===== src/design/acss_pkg.sv =====
// shared types and constants for the adc channel scan sequencer
`default_nettype none

package acss_pkg;

    localparam int CH_W   = 4;
    localparam int SMP_W  = 12;
    localparam int CMD_W  = 16;

    localparam logic [CMD_W-1:0] CMD_BASE  = 16'h1000;
    localparam int               CMD_SHIFT = 7;

    localparam logic MODE_START = 1'b0;
    localparam logic MODE_FRAME = 1'b1;

    localparam logic KIND_CMD = 1'b0;
    localparam logic KIND_SMP = 1'b1;

    typedef struct packed {
        logic             load;
        logic             kind;
        logic [CH_W-1:0]  channel;
        logic [SMP_W-1:0] sample;
        logic             last;
    } emit_t;

endpackage

`default_nettype wire


===== src/design/acss_store.sv =====
// per-channel sample memory with registered read
`default_nettype none

module acss_store #(
    parameter int DEPTH = 16,
    parameter int AW    = 4
) (
    input  wire logic                     clk,
    input  wire logic                     we,
    input  wire logic [AW-1:0]            waddr,
    input  wire logic [acss_pkg::SMP_W-1:0] wdata,
    input  wire logic                     re,
    input  wire logic [AW-1:0]            raddr,
    output logic [acss_pkg::SMP_W-1:0]    rdata
);
    import acss_pkg::*;

    logic [SMP_W-1:0] mem [DEPTH];
    logic [SMP_W-1:0] rdata_reg;

    always_ff @(posedge clk)
    begin
        if (we)
        begin
            mem[waddr] <= wdata;
        end
    end

    always_ff @(posedge clk)
    begin
        if (re)
        begin
            rdata_reg <= mem[raddr];
        end
    end

    assign rdata = rdata_reg;

endmodule

`default_nettype wire


===== src/design/acss_seq.sv =====
// scan sequencer: seen mask, pointer search and sample dump over one stepping counter
`default_nettype none

module acss_seq #(
    parameter int CHANNEL_COUNT = 16,
    parameter int IDX_W         = 4
) (
    input  wire logic                       clk,
    input  wire logic                       rst_n,
    input  wire logic                       in_valid,
    output logic                            in_ready,
    input  wire logic                       mode,
    input  wire logic                       transfer_ok,
    input  wire logic [acss_pkg::CH_W-1:0]  frame_channel,
    input  wire logic [acss_pkg::SMP_W-1:0] frame_sample,
    input  wire logic                       out_free,
    output acss_pkg::emit_t                 emit,
    output logic                            st_we,
    output logic [IDX_W-1:0]                st_waddr,
    output logic [acss_pkg::SMP_W-1:0]      st_wdata,
    output logic                            st_re,
    output logic [IDX_W-1:0]                st_raddr,
    input  wire logic [acss_pkg::SMP_W-1:0] st_rdata
);
    import acss_pkg::*;

    typedef enum logic [5:0] {
        S_IDLE     = 6'b000001,
        S_CHECK    = 6'b000010,
        S_SEARCH   = 6'b000100,
        S_EMIT_CMD = 6'b001000,
        S_READ     = 6'b010000,
        S_EMIT_SMP = 6'b100000
    } state_t;

    localparam logic [IDX_W-1:0] LAST_IDX = IDX_W'(CHANNEL_COUNT - 1);
    localparam logic [CH_W:0]    CNT_L    = (CH_W + 1)'(CHANNEL_COUNT);

    state_t                   state_reg, state_next;
    logic [CHANNEL_COUNT-1:0] seen_mask_reg, seen_mask_next;
    logic [IDX_W-1:0]         ptr_reg, ptr_next;
    logic [IDX_W-1:0]         cand_reg, cand_next;
    logic                     scanning_reg, scanning_next;

    logic             accept;
    logic             ch_in_range;
    logic [IDX_W-1:0] ch_idx;
    logic [IDX_W-1:0] cand_inc;
    logic             record;

    assign in_ready    = (state_reg == S_IDLE);
    assign accept      = in_valid && in_ready;
    assign ch_in_range = ({1'b0, frame_channel} < CNT_L);
    assign ch_idx      = frame_channel[IDX_W-1:0];
    assign cand_inc    = (cand_reg == LAST_IDX) ? '0 : cand_reg + 1'b1;
    assign record      = accept && (mode == MODE_FRAME) && scanning_reg && transfer_ok
                         && ch_in_range && !seen_mask_reg[ch_idx];

    assign st_we    = record;
    assign st_waddr = ch_idx;
    assign st_wdata = frame_sample;
    assign st_re    = (state_reg == S_READ);
    assign st_raddr = cand_reg;

    always_comb
    begin
        state_next     = state_reg;
        seen_mask_next = seen_mask_reg;
        ptr_next       = ptr_reg;
        cand_next      = cand_reg;
        scanning_next  = scanning_reg;
        emit           = '0;

        unique case (state_reg)
            S_IDLE:
            begin
                if (accept)
                begin
                    if (mode == MODE_START)
                    begin
                        seen_mask_next = '0;
                        ptr_next       = '0;
                        scanning_next  = 1'b1;
                        state_next     = S_EMIT_CMD;
                    end
                    else if (scanning_reg)
                    begin
                        if (record)
                        begin
                            seen_mask_next[ch_idx] = 1'b1;
                        end
                        cand_next  = ptr_reg;
                        state_next = S_CHECK;
                    end
                end
            end
            S_CHECK:
            begin
                if (&seen_mask_reg)
                begin
                    cand_next  = '0;
                    state_next = S_READ;
                end
                else
                begin
                    cand_next  = cand_inc;
                    state_next = S_SEARCH;
                end
            end
            S_SEARCH:
            begin
                if (!seen_mask_reg[cand_reg])
                begin
                    ptr_next   = cand_reg;
                    state_next = S_EMIT_CMD;
                end
                else
                begin
                    cand_next = cand_inc;
                end
            end
            S_EMIT_CMD:
            begin
                if (out_free)
                begin
                    emit.load    = 1'b1;
                    emit.kind    = KIND_CMD;
                    emit.channel = CH_W'(ptr_reg);
                    state_next   = S_IDLE;
                end
            end
            S_READ:
            begin
                state_next = S_EMIT_SMP;
            end
            S_EMIT_SMP:
            begin
                if (out_free)
                begin
                    emit.load    = 1'b1;
                    emit.kind    = KIND_SMP;
                    emit.channel = CH_W'(cand_reg);
                    emit.sample  = st_rdata;
                    emit.last    = (cand_reg == LAST_IDX);
                    if (cand_reg == LAST_IDX)
                    begin
                        scanning_next = 1'b0;
                        state_next    = S_IDLE;
                    end
                    else
                    begin
                        cand_next  = cand_inc;
                        state_next = S_READ;
                    end
                end
            end
            default:
            begin
                state_next = S_IDLE;
            end
        endcase
    end

    always_ff @(posedge clk or negedge rst_n)
    begin
        if (!rst_n)
        begin
            state_reg     <= S_IDLE;
            seen_mask_reg <= '0;
            ptr_reg       <= '0;
            cand_reg      <= '0;
            scanning_reg  <= 1'b0;
        end
        else
        begin
            state_reg     <= state_next;
            seen_mask_reg <= seen_mask_next;
            ptr_reg       <= ptr_next;
            cand_reg      <= cand_next;
            scanning_reg  <= scanning_next;
        end
    end

endmodule

`default_nettype wire


===== src/design/adc_channel_scan_sequencer.sv =====
// top level of the adc channel scan sequencer: sequencer, sample memory, output register
// One scan of a manual-mode SPI ADC. A start beat (mode 0) clears the seen channels and
// yields the command beat for channel 0 via the command state and the output register. A
// frame beat (mode 1) searches for the next unseen channel by walking a single pointer
// incrementer one channel per cycle. The frame that completes the scan instead yields
// CHANNEL_COUNT sample beats, each paced by the registered read of the sample memory and
// held while the output is full; the final one has last set. Frames outside a scan
// give no beat. The input is not ready while a beat is being worked on; one output
// register holds the pending result so a new input beat can be taken while it waits.
`default_nettype none

module adc_channel_scan_sequencer #(
    parameter int CHANNEL_COUNT = 16
) (
    input  wire logic                       clk,
    input  wire logic                       rst_n,
    input  wire logic                       in_valid,
    output logic                            in_ready,
    input  wire logic                       mode,
    input  wire logic                       transfer_ok,
    input  wire logic [acss_pkg::CH_W-1:0]  frame_channel,
    input  wire logic [acss_pkg::SMP_W-1:0] frame_sample,
    output logic                            out_valid,
    input  wire logic                       out_ready,
    output logic                            kind,
    output logic [acss_pkg::CMD_W-1:0]      command_word,
    output logic [acss_pkg::CH_W-1:0]       channel,
    output logic [acss_pkg::SMP_W-1:0]      sample,
    output logic                            last
);
    import acss_pkg::*;

    localparam int IDX_W = (CHANNEL_COUNT > 1) ? $clog2(CHANNEL_COUNT) : 1;

    emit_t            emit;
    logic             out_free;
    logic             st_we;
    logic [IDX_W-1:0] st_waddr;
    logic [SMP_W-1:0] st_wdata;
    logic             st_re;
    logic [IDX_W-1:0] st_raddr;
    logic [SMP_W-1:0] st_rdata;

    logic             out_valid_reg;
    logic             kind_reg;
    logic [CMD_W-1:0] command_word_reg;
    logic [CH_W-1:0]  channel_reg;
    logic [SMP_W-1:0] sample_reg;
    logic             last_reg;

    assign out_free = !out_valid_reg || out_ready;

    acss_seq #(
        .CHANNEL_COUNT (CHANNEL_COUNT),
        .IDX_W         (IDX_W)
    ) u_seq (
        .clk           (clk),
        .rst_n         (rst_n),
        .in_valid      (in_valid),
        .in_ready      (in_ready),
        .mode          (mode),
        .transfer_ok   (transfer_ok),
        .frame_channel (frame_channel),
        .frame_sample  (frame_sample),
        .out_free      (out_free),
        .emit          (emit),
        .st_we         (st_we),
        .st_waddr      (st_waddr),
        .st_wdata      (st_wdata),
        .st_re         (st_re),
        .st_raddr      (st_raddr),
        .st_rdata      (st_rdata)
    );

    acss_store #(
        .DEPTH (CHANNEL_COUNT),
        .AW    (IDX_W)
    ) u_store (
        .clk   (clk),
        .we    (st_we),
        .waddr (st_waddr),
        .wdata (st_wdata),
        .re    (st_re),
        .raddr (st_raddr),
        .rdata (st_rdata)
    );

    always_ff @(posedge clk or negedge rst_n)
    begin
        if (!rst_n)
        begin
            out_valid_reg <= 1'b0;
        end
        else if (emit.load)
        begin
            out_valid_reg <= 1'b1;
        end
        else if (out_ready)
        begin
            out_valid_reg <= 1'b0;
        end
    end

    always_ff @(posedge clk)
    begin
        if (emit.load)
        begin
            kind_reg    <= emit.kind;
            channel_reg <= emit.channel;
            sample_reg  <= emit.sample;
            last_reg    <= emit.last;
            if (emit.kind == KIND_CMD)
            begin
                command_word_reg <= CMD_BASE | (CMD_W'(emit.channel) << CMD_SHIFT);
            end
            else
            begin
                command_word_reg <= '0;
            end
        end
    end

    assign out_valid    = out_valid_reg;
    assign kind         = kind_reg;
    assign command_word = command_word_reg;
    assign channel      = channel_reg;
    assign sample       = sample_reg;
    assign last         = last_reg;

endmodule

`default_nettype wire


===== config.mk =====
export PLATFORM = sky130hd
export DESIGN_NAME = adc_channel_scan_sequencer
export DESIGN_NICKNAME = d
export VERILOG_FILES = /design/src/design/acss_pkg.sv /design/src/design/acss_store.sv /design/src/design/acss_seq.sv /design/src/design/adc_channel_scan_sequencer.sv
export SDC_FILE = /design/constraint.sdc
export NUM_CORES = 1
export LEC_CHECK = 0
export BUFFER_PORTS_ARGS = -buffer_cell sky130_fd_sc_hd__buf_4
export CAP_MARGIN = 0
export CORE_UTILIZATION = 55
export CTS_BUF_LIST = sky130_fd_sc_hd__clkbuf_16
export DETAILED_ROUTE_END_ITERATION = 8
export PLACE_DENSITY_LB_ADDON = 0.2
export RECOVER_POWER = 50
export SKIP_CTS_REPAIR_TIMING = 1
export SLEW_MARGIN = 10
export SYNTH_ARGS = -nofsm -noshare
export SYNTH_HDL_FRONTEND = slang
export SYNTH_SLANG_ARGS = --single-unit
export TNS_END_PERCENT = 1

===== constraint.sdc =====
create_clock -name clk -period 3.4 [get_ports clk]
set_clock_uncertainty 0.15 [all_clocks]
set_input_delay 0.68 -clock clk [delete_from_list [all_inputs] [get_ports clk]]
set_output_delay 0.68 -clock clk [all_outputs]
set_load 0.01 [all_outputs]

==> results.md <==
* Max cap viols at 1
* DIE AREA at 0.0199 mm^2
* Post-synthesis cell area at 0.0106 mm^2
* Sequential fraction of the synthesis area at 71.6%
* Final antenna-violating net count at 0
* Worst Path Max Fanout at 10
* Unrepaired setup endpoints after global routing: no
* DRC errors left at 0
* Total Nets Final at 703
* WHS at 0.247 ns
* Post-route design area at 0.0120 mm^2
* Vert. Die Dim at 141 um
* Hold-critical path depth at 3
* Total of endpoints with negative setup slack in the final report at 0
* Gate count of the mapped netlist at 620
* Peak Freq at 322 MHz
* Antenna cells at 0
* Effective utilization at floorplan at 56.5%
* Top flip-flop cell by instance count after synthesis: edfxtp_1
* Vias per std cell at 6.12
* Initial detailed-routing violation count at 907
* Horiz. Die Dim at 141 um
* Worst setup slack for register-to-register paths at 0.29 ns
* Beginning of the worst hold path: mode
* Gpl congestion at 0.870
* Cts bufs inserted at 26
* Distinct cell type count after synthesis at 58
* Data arrival at the endpoint of the critical path at 3.19 ns
* Endpoint kind of the worst setup timing path: register
* Via count of the first global-routing pass at 5,745
* Worst reg-to-reg path cell count at 6
* Power density over cell area at 633 mW/mm^2
* Largest voltage drop on the vdd net at 0.508 mV
* Final hold violations at 0
* Crit path required time at 3.48 ns
* Total number of vias at 5,873
* Critical register-to-register path startpoint: u_seq.state_reg[3]
* Async set or reset register ratio after synthesis at 12.4%
* Slew of the pin with the lowest slew margin at 1.74 ns
* Static leakage at 4.02 nW
* Number of enable flip-flop cells after synthesis at 227
* Aggregate routed wire length at 22,700 um
* Hold endpoint: u_seq.state_reg[1]
* Combined global-route utilization of all metal layers at 23.7%
* Core ar. at 0.0188 mm^2
* Clock-pin transition on the worst setup and hold timing paths at 0.06 ns
* Antenna violations before repair at 0
* Share of the clock period used by the worst path at 91.5%
* Fraction of layout cells with a size suffix above 1 at 18.1%
* CTS HTree Levels at 1
* Filler cell count at 1,323
* First-pass GRT wire length at 34,400 um
* Clock latency on the worst-skew pair at 0.53 ns
* TritonCTS clock tree: done
* CP max stage delay at 0.57 ns
* Row count at 50
* Maximum number of pins on one net before global-route repair at 66
* Period minus WS final at 3.11 ns
* Accumulated negative setup slack at 0 ns
* Synthesized area divided by synthesized cell count at 17.2 um^2
* Setup Crit Path Kind: register to register
* Placed instance area at 0.0113 mm^2
* Post-detailed-route wirelength per cell at 23.7 um
* Clock root buffer master: clkbuf_16
* Layout overhead on the synthesized area at 12.7%
* Total count of max-transition violations in the final report at 33
* Failing checks: capacitance limit, slew limit
* Global route overflow at 0
* Crit-path slowest cell: or4_4
* Result of the run: complete, but fails checks
* Ports placed on the boundary at 58
* Yosys reg bits at 259
* Reg-to-reg critical path endpoint: u_store.mem[7][7]
* Max clock buf depth at 3
* HP Class: primary input to register
* Worst slew slack as a fraction of its limit at -15.9%
* Sum of net half-perimeters after detailed placement at 14,900 um
* Total of warnings raised by yosys at 0
* Clock sink count at 259
* CP startpoint kind: register
* Number of port buffers at 46
* Pre-Repair DR Iteration Count at 5
* Sequence of cells on the critical path: or4_4 -> or3_4 -> nor3_1 -> nand3b_1 -> nor2_1 -> buf_4
* Flip-flop count of the largest register after layout at 192
[synthesized netlist by cell type (all sizes together) (2+ instances only)]
cell type | count | area, um^2
nor3 | 7 | 35.0
nor2 | 27 | 101
mux4 | 30 | 676
o2111ai | 2 | 17.5
nand2 | 20 | 75.1
a21oi | 4 | 20.0
dfrtp | 31 | 776
o31ai | 2 | 15.0
o21ai | 15 | 75.1
mux2i | 55 | 551
o2bb2ai | 16 | 178
a22o | 2 | 17.5
nand2b | 6 | 37.5
a21o | 6 | 45.0
a221oi | 25 | 219
and2 | 5 | 31.3
clkbuf | 19 | 71.3
nor2b | 2 | 12.5
inv | 7 | 26.3
a22oi | 15 | 113
or3 | 3 | 23.8
and3 | 16 | 100
edfxtp | 227 | 6820
mux2 | 4 | 45.0
or3b | 2 | 20.0
nand4 | 7 | 50.1
or4 | 2 | 22.5
o211ai | 3 | 22.5
nor4 | 2 | 12.5
buf | 31 | 199
nand3 | 7 | 35.0
[worst max-delay path by stage]
stage,from,endpoint,slack (ns),depth (start not counted)
finish,u_seq.state_reg[3],u_store.mem[7][7],0.29,6
global route,u_seq.state_reg[3],u_store.mem[6][10],0.16,6
CTS,u_seq.state_reg[3],u_store.mem[7][1],0.31,6
detailed placement,u_seq.state_reg[3],u_store.mem[7][5],0.34,6
global placement,u_seq.state_reg[3],u_store.mem[12][5],0.42,7
floorplan,u_seq.state_reg[2],u_store.mem[13][0],0.27,8
[kinds of logic (layout without fill, tap and decap cells)]
group | count (synthesis) | in the layout | synth area share, %
muxes | 89 | 89 | 11.9
other | 1 | 11 | 0.0352
adders and majority gates | 1 | 1 | 0.118
DFF | 259 | 259 | 71.6
buffers and inverters | 58 | 128 | 2.87
and+or+nand+nor | 111 | 111 | 5.72
xor gates and xnor gates | 2 | 2 | 0.165
AOI/OAI and AO/OA | 99 | 99 | 7.54
[where the power goes]
part           total [mW]  internal (mW)  switching [mW]
clock network        2.76           1.60            1.16
registers            3.72           3.61           0.112
logic                1.11          0.432           0.676
[layout by cell type, fill, tap and decap left out, types with 5 or more instances in the layout]
cell,n
clkbuf_1,38
dfrtp_1,30
conb_1,11
and3_1,16
mux2i_1,55
nand2_1,20
o21ai_0,15
clkinv_2,6
inv_1,9
clkbuf_16,27
a221oi_1,25
nor3_1,7
o2bb2ai_2,6
buf_4,32
edfxtp_1,227
nand4_1,6
a22oi_1,15
a21o_1,6
nand2b_1,6
nand3_1,7
o2bb2ai_1,10
mux4_2,30
nor2_1,27
clkinv_1,5
[routing by layer]
| metal | part of all wire [%] | vias up | routed length (um) | GRT usage [%] |
|---|---|---|---|---|
| met5 | 0 | - | 0 | 0 |
| met4 | 2.0 | 0 | 465 | 6.24 |
| met3 | 8.3 | 37 | 1890 | 4.11 |
| met1 | 42 | 2944 | 9640 | 34.4 |
| met2 | 47 | 285 | 10700 | 37.5 |
| li1 | - | 2607 | - | - |
[worst max-delay path: cells and delay by family, from the launching register on]
family / cells / cell delay, ns
buffers and inverters: 1 / 0.25
DFF: 1 / 0.50
and+or+nand+nor: 5 / 1.91
[stage by stage]
step / setup slack [ns] / util, % / total power [mW] / std cells
2_1_floorplan: 0.272 / - / 4.54 / 630
3_3_place_gp: 0.422 / 59.9 / 4.90 / 911
3_5_place_dp: 0.336 / 59.9 / 4.93 / 911
4_1_cts: 0.305 / 64.4 / 7.65 / 959
5_1_grt: 0.163 / 63.7 / 7.84 / 960
6_report: 0.290 / 63.7 / 7.59 / 960
[final cells by class]
cell class | instances | area [um^2] | share of cell area, %
clock inverter | 21 | 165 | 1.38
clock buffer | 27 | 676 | 5.64
inverter | 8 | 35.0 | 0.292
sequential | 259 | 7620 | 63.6
multi-input combinational | 313 | 2750 | 23.0
tap | 260 | 325 | 2.71
timing repair buffer | 72 | 413 | 3.44
Power figures use the tool's default switching activity.
